## config.mk

```make
export PLATFORM = sky130hd
export DESIGN_NAME = mpn_div
export DESIGN_NICKNAME = d
export VERILOG_FILES = /design/src/rtl/mpn_pkg.sv /design/src/rtl/mpn_div.sv
export SDC_FILE = /design/constraint.sdc
export NUM_CORES = 1
export LEC_CHECK = 0
export ABC_AREA = 1
export BUFFER_PORTS_ARGS = -buffer_cell sky130_fd_sc_hd__buf_2
export CAP_MARGIN = 20
export CORE_UTILIZATION = 60
export CTS_CLUSTER_DIAMETER = 100
export DETAILED_ROUTE_END_ITERATION = 7
export GPL_TIMING_DRIVEN = 0
export PLACE_DENSITY = 0.77
export SLEW_MARGIN = 15
export SYNTH_ARGS = -nofsm -noshare
export SYNTH_HDL_FRONTEND = slang
export SYNTH_SLANG_ARGS = --single-unit
```

## constraint.sdc

```tcl
create_clock -name clk -period 4.1 [get_ports clk]
set_input_delay 0.82 -clock clk [delete_from_list [all_inputs] [get_ports clk]]
set_output_delay 0.82 -clock clk [all_outputs]
set_load 0.03 [all_outputs]
```

## src/rtl/mpn_pkg.sv

```systemverilog
// Package for the multichannel mix store with peak normalization.
// Holds beat structs, command and status codes, state encoding and constants.
// No dependencies.
`timescale 1ns / 1ps

package mpn_pkg;

	localparam int MAX_FRAMES_DEF   = 256;
	localparam int MAX_CHANNELS_DEF = 8;

	localparam int ACC_W     = 40;
	localparam int SCALE_W   = 18;
	localparam int QUO_BITS  = 17;
	localparam int PROD_W    = 33;

	localparam logic [SCALE_W-1:0] SCALE_UNITY = SCALE_W'(131072);
	localparam logic [ACC_W-1:0]   ONE_Q27     = ACC_W'(134217728);

	localparam int CFG_IDX_W  = 1;
	localparam int CFG_DATA_W = 9;
	localparam logic [CFG_IDX_W-1:0] REG_MASTER_CHANNELS = 1'b0;
	localparam logic [CFG_IDX_W-1:0] REG_BLOCK_FRAMES    = 1'b1;

	localparam logic [3:0] MASTER_CHANNELS_RST = 4'd2;
	localparam logic [8:0] BLOCK_FRAMES_RST    = 9'd256;

	typedef enum logic [1:0] {
		CMD_CLEAR = 2'd0,
		CMD_ACC   = 2'd1,
		CMD_FIN   = 2'd2,
		CMD_READ  = 2'd3
	} cmd_t;

	typedef enum logic [1:0] {
		STAT_OK    = 2'd0,
		STAT_RANGE = 2'd1,
		STAT_NOCH  = 2'd2
	} status_t;

	typedef struct packed {
		cmd_t               cmd;
		logic [7:0]         frame_index;
		logic [2:0]         channel;
		logic signed [15:0] sample;
		logic [15:0]        gain;
		logic               mono_source;
	} cmd_beat_t;

	typedef struct packed {
		logic signed [15:0] sample_out;
		logic               normalized;
		status_t            status;
	} rsp_beat_t;

	typedef enum logic [3:0] {
		ST_IDLE,
		ST_CLEAR,
		ST_ACC_RD,
		ST_ACC_WR,
		ST_SCAN,
		ST_SCAN_END,
		ST_SCAN_DEC,
		ST_DIV,
		ST_RD_MEM,
		ST_RD_CAP,
		ST_MUL_LO,
		ST_MUL_HI,
		ST_RD_SUM,
		ST_RD_FIN,
		ST_DONE
	} state_t;

endpackage

```

## src/rtl/mpn_div.sv

```systemverilog
// Iterative reciprocal divider: quotient = floor(2^44 / peak), one bit per cycle.
// Valid for peak above 2^27, so the quotient fits in QUO_BITS bits.
// Depends on mpn_pkg.
`timescale 1ns / 1ps

module mpn_div (
	input  logic                         clk,
	input  logic                         arst_n,
	input  logic                         start,
	input  logic [mpn_pkg::ACC_W-1:0]    divisor,
	output logic                         done,
	output logic [mpn_pkg::SCALE_W-1:0]  quotient
);
	import mpn_pkg::*;

	localparam int CNT_W = $clog2(QUO_BITS + 1);

	logic [ACC_W-1:0]    rem_q;
	logic [ACC_W-1:0]    div_q;
	logic [QUO_BITS-1:0] quo_q;
	logic [CNT_W-1:0]    cnt_q;
	logic                busy_q;
	logic                done_q;
	logic [ACC_W:0]      trial;
	logic                fits;

	assign trial = {rem_q, 1'b0};
	assign fits  = trial >= {1'b0, div_q};

	always_ff @(posedge clk or negedge arst_n) begin
		if (!arst_n) begin
			busy_q <= 1'b0;
			done_q <= 1'b0;
			cnt_q  <= '0;
		end else begin
			done_q <= 1'b0;
			if (start) begin
				busy_q <= 1'b1;
				cnt_q  <= CNT_W'(QUO_BITS);
			end else if (busy_q) begin
				cnt_q <= cnt_q - 1'b1;
				if (cnt_q == CNT_W'(1)) begin
					busy_q <= 1'b0;
					done_q <= 1'b1;
				end
			end
		end
	end

	always_ff @(posedge clk) begin
		if (start) begin
			rem_q <= ONE_Q27;
			div_q <= divisor;
			quo_q <= '0;
		end else if (busy_q) begin
			rem_q <= fits ? ACC_W'(trial - {1'b0, div_q}) : ACC_W'(trial);
			quo_q <= {quo_q[QUO_BITS-2:0], fits};
		end
	end

	assign done     = done_q;
	assign quotient = SCALE_W'(quo_q);

endmodule
```

# After elaboration in Yosys (flattened, before gate mapping)
# Index checks and enable logic that the tools add are counted.
[word_totals]
ff_bits = 104
in_bits = 43
out_inout_bits = 19
word_cells = 20
[op_classes]
add_sub_neg = 2
order_cmp = 1
n_eq_ne = 1
mux = 9
n_reduce_logical = 1
[op_table]
columns = ["operator", "count"]
rows = [
  ["41-bit by 40-bit greater-or-equal comparator with 1-bit output", 1],
  ["40-bit two-way mux", 1],
  ["40-bit subtractor", 1],
  ["5-bit two-way mux", 2],
  ["1-bit two-way mux", 6],
  ["5-bit by 1-bit equality test with 1-bit output (second input constant)", 1],
  ["5-bit by 1-bit subtractor with 5-bit output (second input constant)", 1],
  ["2-bit nonzero test", 1],
]

# Logic depth before layout (Yosys ltp)
# Gate-level depths: netlist of run 1.
[logic_depth]
ltp_word = 4
depth_mapped = 17
depth_no_buf = 16

# Worst setup path after synthesis of run 1
# Ideal clock, no wire load.
[synth_timing]
kind = "register to register"
from = "register div_q[8]"
to = "register rem_q[36]"
setup_time_ps = 112
arrival_ps = 1789
t_required_ps = 3988
setup_slack_ps = 2199
path_stages_with_launch = 18
n_path_buf = 1
synth_period_minus_slack_ps = 1901
cell_sequence = "edfxtp_1 -> inv_1 -> ha_1 -> nand2_2 -> inv_1 -> nand2_1 -> nand2_1 -> inv_1 -> nand3_2 -> nand2_1 -> nand3_2 -> nand2_2 -> nand2_8 -> nand2_4 -> buf_6 -> nand2_1 -> nand2_1 -> nand2_1"
[synth_via]
elab_chain_cells = 2
word_cells_on_any_way = 3
classes_between = "1 x add/sub; 1 x order compare; 1 x mux"
[synth_rtl]
columns = ["item", "line_no", "text"]
rows = [
  ["from (decl)", "mpn_div.sv:19", "logic [ACC_W-1:0] div_q;"],
  ["from (signal assigned)", "mpn_div.sv:53", "div_q <= divisor;"],
  ["40-bit subtractor / 41-bit by 40-bit greater-or-equal comparator with 1-bit output (equally long branches)", "mpn_div.sv:56, mpn_div.sv:28", ""],
  ["40-bit two-way mux *", "mpn_div.sv:56", "rem_q <= fits ? ACC_W'(trial - {1'b0, div_q}) : ACC_W'(trial);"],
  ["to (signal assigned)", "mpn_div.sv:56", ""],
  ["to (decl)", "mpn_div.sv:18", "logic [ACC_W-1:0] rem_q;"],
]
# Every way passes the cells marked *; elsewhere a longest branch is shown, timed or not.
# A chain may end at the register's enable or synchronous reset.

==> reports/results.ini, run 1 <==
[sta]
hold_ws_ps = 264
fmax_ghz = 0.392
finalSetupViolCount = 0
clock-skew-final_ps = 14.4
tightest_slew_ps = 1080
drv_slew = 0
postLayoutSetupSlackWorst_ps = 1550
final_hold_viol_count = 0
period_share = 0.623
relSlewSlack = 0.277
rsz0062_at_grt = no
fin_setup_tns_ps = 0
period_needed_ps = 2550

[clock_tree]
clk_pin_slew_ps = 80
cts_num_sinks = 104
cts_resized = 0
cts_max_path_buffers = 2
clk_latency_ps = 370
postCtsSetupRepairBufs = 0
h-tree-depth = 3
root_buffer = clkbuf_16
cts_buffers = 9
cts_hold_buffers = 0
cts_tree = built

[synth]
syn_area_um2 = 7040
synthMuxAreaShare = 0
synthTopCellsByCount = 403 x nand2_1, 194 x inv_1, 73 x nor2_1, 63 x nand3_1, 57 x dfxtp_1
synth_xor_area_frac = 0.0261
synth_area_leaders = nand2_1 21%, edfxtp_1 17%, dfxtp_1 16%, inv_1 10%, ha_1 7.5%
yosysSeqAreaShare = 0.357
synth_most_common_cell = nand2_1
synth_top_flop_cell = dfxtp_1
synth_edf_count = 40
synth_area_per_cell_um2 = 6.64
yosys.area_share.simple = 0.347
ys_types = 40
yosys.area.top_type = nand2_1
synth_compound_area_frac = 0.0716
synth_top_family_by_area = simple AND/OR/NAND/NOR gates
ys_seq_elements = 104
synthAdderAreaFrac = 0.0774
synth-warning-count = 0
async_flop_share = 0.0673
postSynthCellCount = 1061
syn_nets = 1147
synth_top_area_frac = 0.215

[drt]
post_drt_via_cell_ratio = 5.21
num_vias = 6675
routedWlPerCell_um = 13.9
drc = 0
firstDrtPassIters = 5
postRouteAntennaNets = 0
initialDrtViolationCount = 439
routed_wl_um = 17800

[place]
place_area_um2 = 7520
dp_hpwl_um = 13800
gp_congestion = 0.985
preCtsSetupSlack_ps = 1150
io_buffers = 60

[die]
core_area_um2 = 11400
row_count = 39
dieArea_um2 = 12200
start_util = 0.617
die_width_um = 110
die_h_um = 110
io_pins = 62

[critical_path]
rrSetupSlack_ps = 1740
r2r_cells = 13
timing.rr.end = rem_q[25]$_SDFFE_PP0P_
path_class = input pin to flip-flop
worstSetupEndpointType = flip-flop
required_ps = 4340
r2r-start = rem_q[31]$_SDFFE_PP0P_
crit_path_start_kind = input pin
cp_max_fo = 46
cp_slowest_stage_delay_ps = 800
critPathSlowestCell = buf_2
worstPathCellList = buf_2, nor2_1, clkinv_1, clkbuf_1, o22ai_1
crit_buf_inv = 3
crit_cells = 5
cp_top_family = buffers and inverters
worstPathArrival_ps = 2790

[pwr]
total_power_w = 0.00504
power.leakage_nw = 4.25
peakVddDrop_v = 0.000642
p_per_area_nw_per_um2 = 643

[grt]
use_met2 = 0.508
grt_max_degree = 47
grt_pass1_wl_um = 28700
grtUsageTotal = 0.312
grt_pass1_vias = 6117
gr-total-overflow = 0
antenna_found_initial = 0
top_usage_layer = met2
met1_usage = 0.410
met3_usage = 0.0658

[job]
cap_violations = 0

[final_layout]
postLayoutCellArea_um2 = 7840
area_delta_synth_final_pct = 11.3
diodes = 0
finalNetCount = 1218
drive_gt1_frac = 0.0959

[run_status]
status = completed

[worst_hold_path]
hold_path_class = input pin to async pin

==> cell usage in the layout (no fill, tap or decap), drive strengths merged <==
cell type  Yosys  final
a21o           3      3
a21oi         38     38
and3           1      1
buf           10     70
clkbuf         9     18
clkinv         2      3
conb           1      1
dfrtp          7      7
dfxtp         57     57
edfxtp        40     40
fa             1      1
ha            42     42
inv          195    201
nand2        408    408
nand3         65     65
nand3b        12     12
nand4          4      4
nor2          85     85
nor3           7      7
o21a           1      1
o21ai         29     29
o21bai         3      3
o22ai         17     17
or2            3      3
xnor2         18     18
xor2           3      3
==> flip-flops by register name, indices dropped and copies added, names as in the netlist <==
| signal | cells |
|---|---|
| rem_q | 40 |
| busy_q | 1 |
| div_q | 40 |
| cnt_q | 5 |
| quo_q | 17 |
| done | 1 |
==> routing by layer <==
metal  routed length (um)  share of wire  up-vias
met3                 1250          0.070       35
met2                 8020           0.45      229
met4                  397          0.022        0
met5                    0              0        -
li1                     -              -     3428
met1                 8150           0.46     2983
==> cell type report <==
class	instances	area [um^2]
multi-input combinational	741	3680
fill	1044	3580
sequential	104	2520
inverter	197	739
timing repair buffer	60	300
clock buffer	9	225
tap	143	179
buffer	19	108
clock inverter	7	88.8
==> worst max path at each step <==
stage	startpoint	to	slack [ps]
floorplan	div_q[8]$_DFFE_PP_	rem_q[36]$_SDFFE_PP0P_	2200
global placement	start	quo_q[8]$_SDFFE_PP0P_	1250
detailed placement	start	quo_q[8]$_SDFFE_PP0P_	1150
CTS	start	quo_q[8]$_SDFFE_PP0P_	1560
global route	start	rem_q[32]$_SDFFE_PP0P_	1380
finish	start	quo_q[8]$_SDFFE_PP0P_	1550
==> report_power, final <==
| group | leakage, nW | internal (W) | switching, W |
|---|---|---|---|
| clock network | 0.154 | 0.000449 | 0.000459 |
| registers | 0.943 | 0.00129 | 0.000163 |
| logic | 3.15 | 0.000950 | 0.00173 |
| total | 4.25 | 0.00269 | 0.00235 |
==> logic make-up after synthesis <==
logic type,Yosys count
xor+xnor,21
fa+ha+maj,43
buf+inv,216
flops,104
other cells,1
simple gates,585
compound gates,91
==> through the flow <==
stage,cells,util
after global placement,1264,0.659
after floorplan,1061,-
final,1280,0.686
after detailed placement,1264,0.659
after global routing,1280,0.686
after CTS,1280,0.686
Note: power is estimated with default switching activity, not from simulation.
==> run 2: changes to the inputs <==
Clock period 4.1 ns to 2.35 ns, I/O delays scaled along.
==> run 2 against run 1 <==
Sequential power up 75%; non-clock buffer count up 3; via count up 0.40%; power up 80%; final area up 2.7%; first-iteration DRC count down 11%.
==> reports/results.ini, run 2 (synthesis results as in run 1) <==
[sta]
finalSetupViolCount = 0  ; unchanged
period_needed_ps = 2240
tightest_slew_ps = 1080  ; about the same
drv_slew = 0  ; unchanged
final_hold_viol_count = 0  ; unchanged
clock-skew-final_ps = 11.8  ; was 14.4 ps
period_share = 0.953
fmax_ghz = 0.446
relSlewSlack = 0.280  ; was 0.277
rsz0062_at_grt = yes  ; was no

[clock_tree]
cts_tree = built  ; unchanged
clk_pin_slew_ps = 80  ; about the same
cts_num_sinks = 104  ; unchanged
cts_buffers = 9  ; unchanged
clk_latency_ps = 370  ; about the same
h-tree-depth = 3  ; unchanged
root_buffer = clkbuf_16  ; unchanged
cts_max_path_buffers = 2  ; unchanged

[die]
start_util = 0.617  ; unchanged
core_area_um2 = 11400  ; unchanged
io_pins = 62  ; unchanged
dieArea_um2 = 12200  ; unchanged
die_h_um = 110  ; unchanged
row_count = 39  ; unchanged
die_width_um = 110  ; unchanged

[final_layout]
multi_input_area_um2 = 3840  ; was 3680 um^2
diodes = 0  ; unchanged
postLayoutCellArea_um2 = 8050  ; was 7840 um^2
final_util = 0.705  ; was 0.686
reg_top3 = div_q (40), rem_q (40), quo_q (17)  ; unchanged
layout_common_cells = 397 x nand2_1, 194 x inv_1, 65 x nor2_1  ; was 403 x nand2_1, 194 x inv_1, 73 x nor2_1
regArea_um2 = 2520  ; unchanged
area_delta_synth_final_pct = 14.2  ; was 11.3%
fillCellCount = 1011  ; was 1,044
drive_gt1_frac = 0.124  ; was 0.0959
finalNetCount = 1221  ; was 1,218
final_common_cell = nand2_1  ; unchanged

[worst_hold_path]
min_from = divisor[8]
hold-path-cell-count = 1
hold_path_class = input pin to flip-flop  ; was input pin to async pin

[critical_path]
r2r-start = rem_q[31]$_SDFFE_PP0P_  ; unchanged
r2r_cells = 11  ; was 13
cp_slowest_stage_delay_ps = 400  ; was 800 ps
crit_path_start_kind = flip-flop  ; was input pin
worstPathArrival_ps = 2510  ; was 2790 ps
cp_max_fo = 10  ; was 46
rrSetupSlack_ps = 110  ; was 1740 ps
crit_buf_inv = 2  ; was 3
crit_start = rem_q[31]$_SDFFE_PP0P_  ; was start
cp_top_family = simple AND/OR/NAND/NOR gates  ; was buffers and inverters
crit_cells = 11  ; was 5
worstSetupEndpointType = flip-flop  ; unchanged
worstPathCellList = ha_2, nand2_1, o21ai_0, inv_1, a21oi_2, nor2_4, nand2_8, buf_6, nand3_1, nand3_1, nand2_1  ; was buf_2, nor2_1, clkinv_1, clkbuf_1, o22ai_1
path_class = flip-flop to flip-flop  ; was input pin to flip-flop
critPathSlowestCell = ha_2  ; was buf_2
required_ps = 2620  ; was 4340 ps

[drt]
post_drt_via_cell_ratio = 5.22  ; was 5.21
postRouteAntennaNets = 0  ; unchanged
routedWlPerCell_um = 14.1  ; was 13.9 um
num_vias = 6702  ; was 6,675
firstDrtPassIters = 7  ; was 5
drc = 0  ; unchanged
routed_wl_um = 18000  ; was 17,800 um
initialDrtViolationCount = 392  ; was 439

[grt]
gr-total-overflow = 0  ; unchanged
grt_pass1_vias = 6129  ; was 6,117
grt_pass1_wl_um = 28700  ; about the same
antenna_found_initial = 0  ; unchanged
grt_max_degree = 47  ; unchanged
grtUsageTotal = 0.312  ; about the same

[pwr]
power.leakage_nw = 4.30  ; was 4.25 nW
p_per_area_nw_per_um2 = 1130  ; was 643 nW/um^2
peakVddDrop_v = 0.00116  ; was 0.000642 V

[job]
cap_violations = 0  ; unchanged

[place]
io_buffers = 60  ; unchanged
place_area_um2 = 7520  ; unchanged
gp_congestion = 0.985  ; unchanged
dp_hpwl_um = 13800  ; unchanged

[run_status]
status = completed  ; unchanged

[run 2: cell types whose count changed in the layout (fill, tap and decap cells not counted), moves of 3 or more]
cell,previous run,this run
ha_2,0,4
ha_1,42,35
a21oi_1,37,33
a21oi_2,1,5
ha_4,0,3
nand2_1,403,397
nor2_4,4,10
nand3_2,2,5
nand2_2,3,8
nand3_1,63,60
nor2_1,73,65
[run 2: final timing paths]
| kind | end |
|---|---|
| worst max-delay path | rem_q[25]$_SDFFE_PP0P_ |
| worst min-delay path | div_q[8]$_DFFE_PP_ |
| worst max register to register | rem_q[25]$_SDFFE_PP0P_ |
| worst min register to register | quo_q[16]$_SDFFE_PP0P_ |
| max in group asynchronous | cnt_q[0]$_DFFE_PN0P_ |
| min in group asynchronous | done$_DFF_PN0_ |
[run 2: metrics by stage]
| step | worst slack, ps | hold slack, ps | total power [W] | TNS [ps] | cells |
|---|---|---|---|---|---|
| 6_report | 109 | 268 | 0.00909 | 0 | 1283 |
| 5_1_grt | -32.2 | 254 | 0.00984 | -164 | 1283 |
| 4_1_cts | 13.1 | 260 | 0.00877 | 0 | 1281 |
| 3_5_place_dp | -250 | 312 | 0.00716 | -3520 | 1264 |
| 3_3_place_gp | -149 | 313 | 0.00709 | -2050 | 1264 |
| 2_1_floorplan | 449 | 174 | 0.00603 | 0 | 1061 |
[run 2: timing repair]
item	CTS	global route
setup endpoints to repair	2	41
endpoints found under the hold margin	7	0
hold buffers	1	0
resized for setup	1	45
pin swaps	0	2
setup buffers	0	2
[run 2: routing by layer]
layer / share of wire / up-vias / global-route usage
met5: 0 / - / 0
met4: 0.024 / 0 / 0.106
met3: 0.060 / 36 / 0.0658
met2: 0.45 / 198 / 0.509
met1: 0.46 / 3046 / 0.410
li1: - / 3422 / -
[run 2: final cells by class]
class	count	share of cell area
Buffer	19	0.0162
Inverter	197	0.0919
Clock inverter	7	0.0110
Clock buffer	9	0.0280
Timing Repair Buffer	63	0.0404
Tap cell	143	0.0222
Sequential cell	104	0.313
Multi-Input combinational cell	741	0.477
[run 2: worst register-to-register path, stage by stage, from the launching register on]
cell and delay (ps):
dfxtp_1 350, ha_2 400, nand2_1 140, o21ai_0 310, inv_1 110, a21oi_2 180, nor2_4 80, nand2_8 110
buf_6 170, nand3_1 130, nand3_1 90, nand2_1 60
[run 2: where the power goes]
part	internal [W]	switching, W	total (W)
Clock	0.000783	0.000804	0.00159
Combinational	0.00180	0.00314	0.00495
Sequential	0.00226	0.000301	0.00256
Total	0.00484	0.00425	0.00909
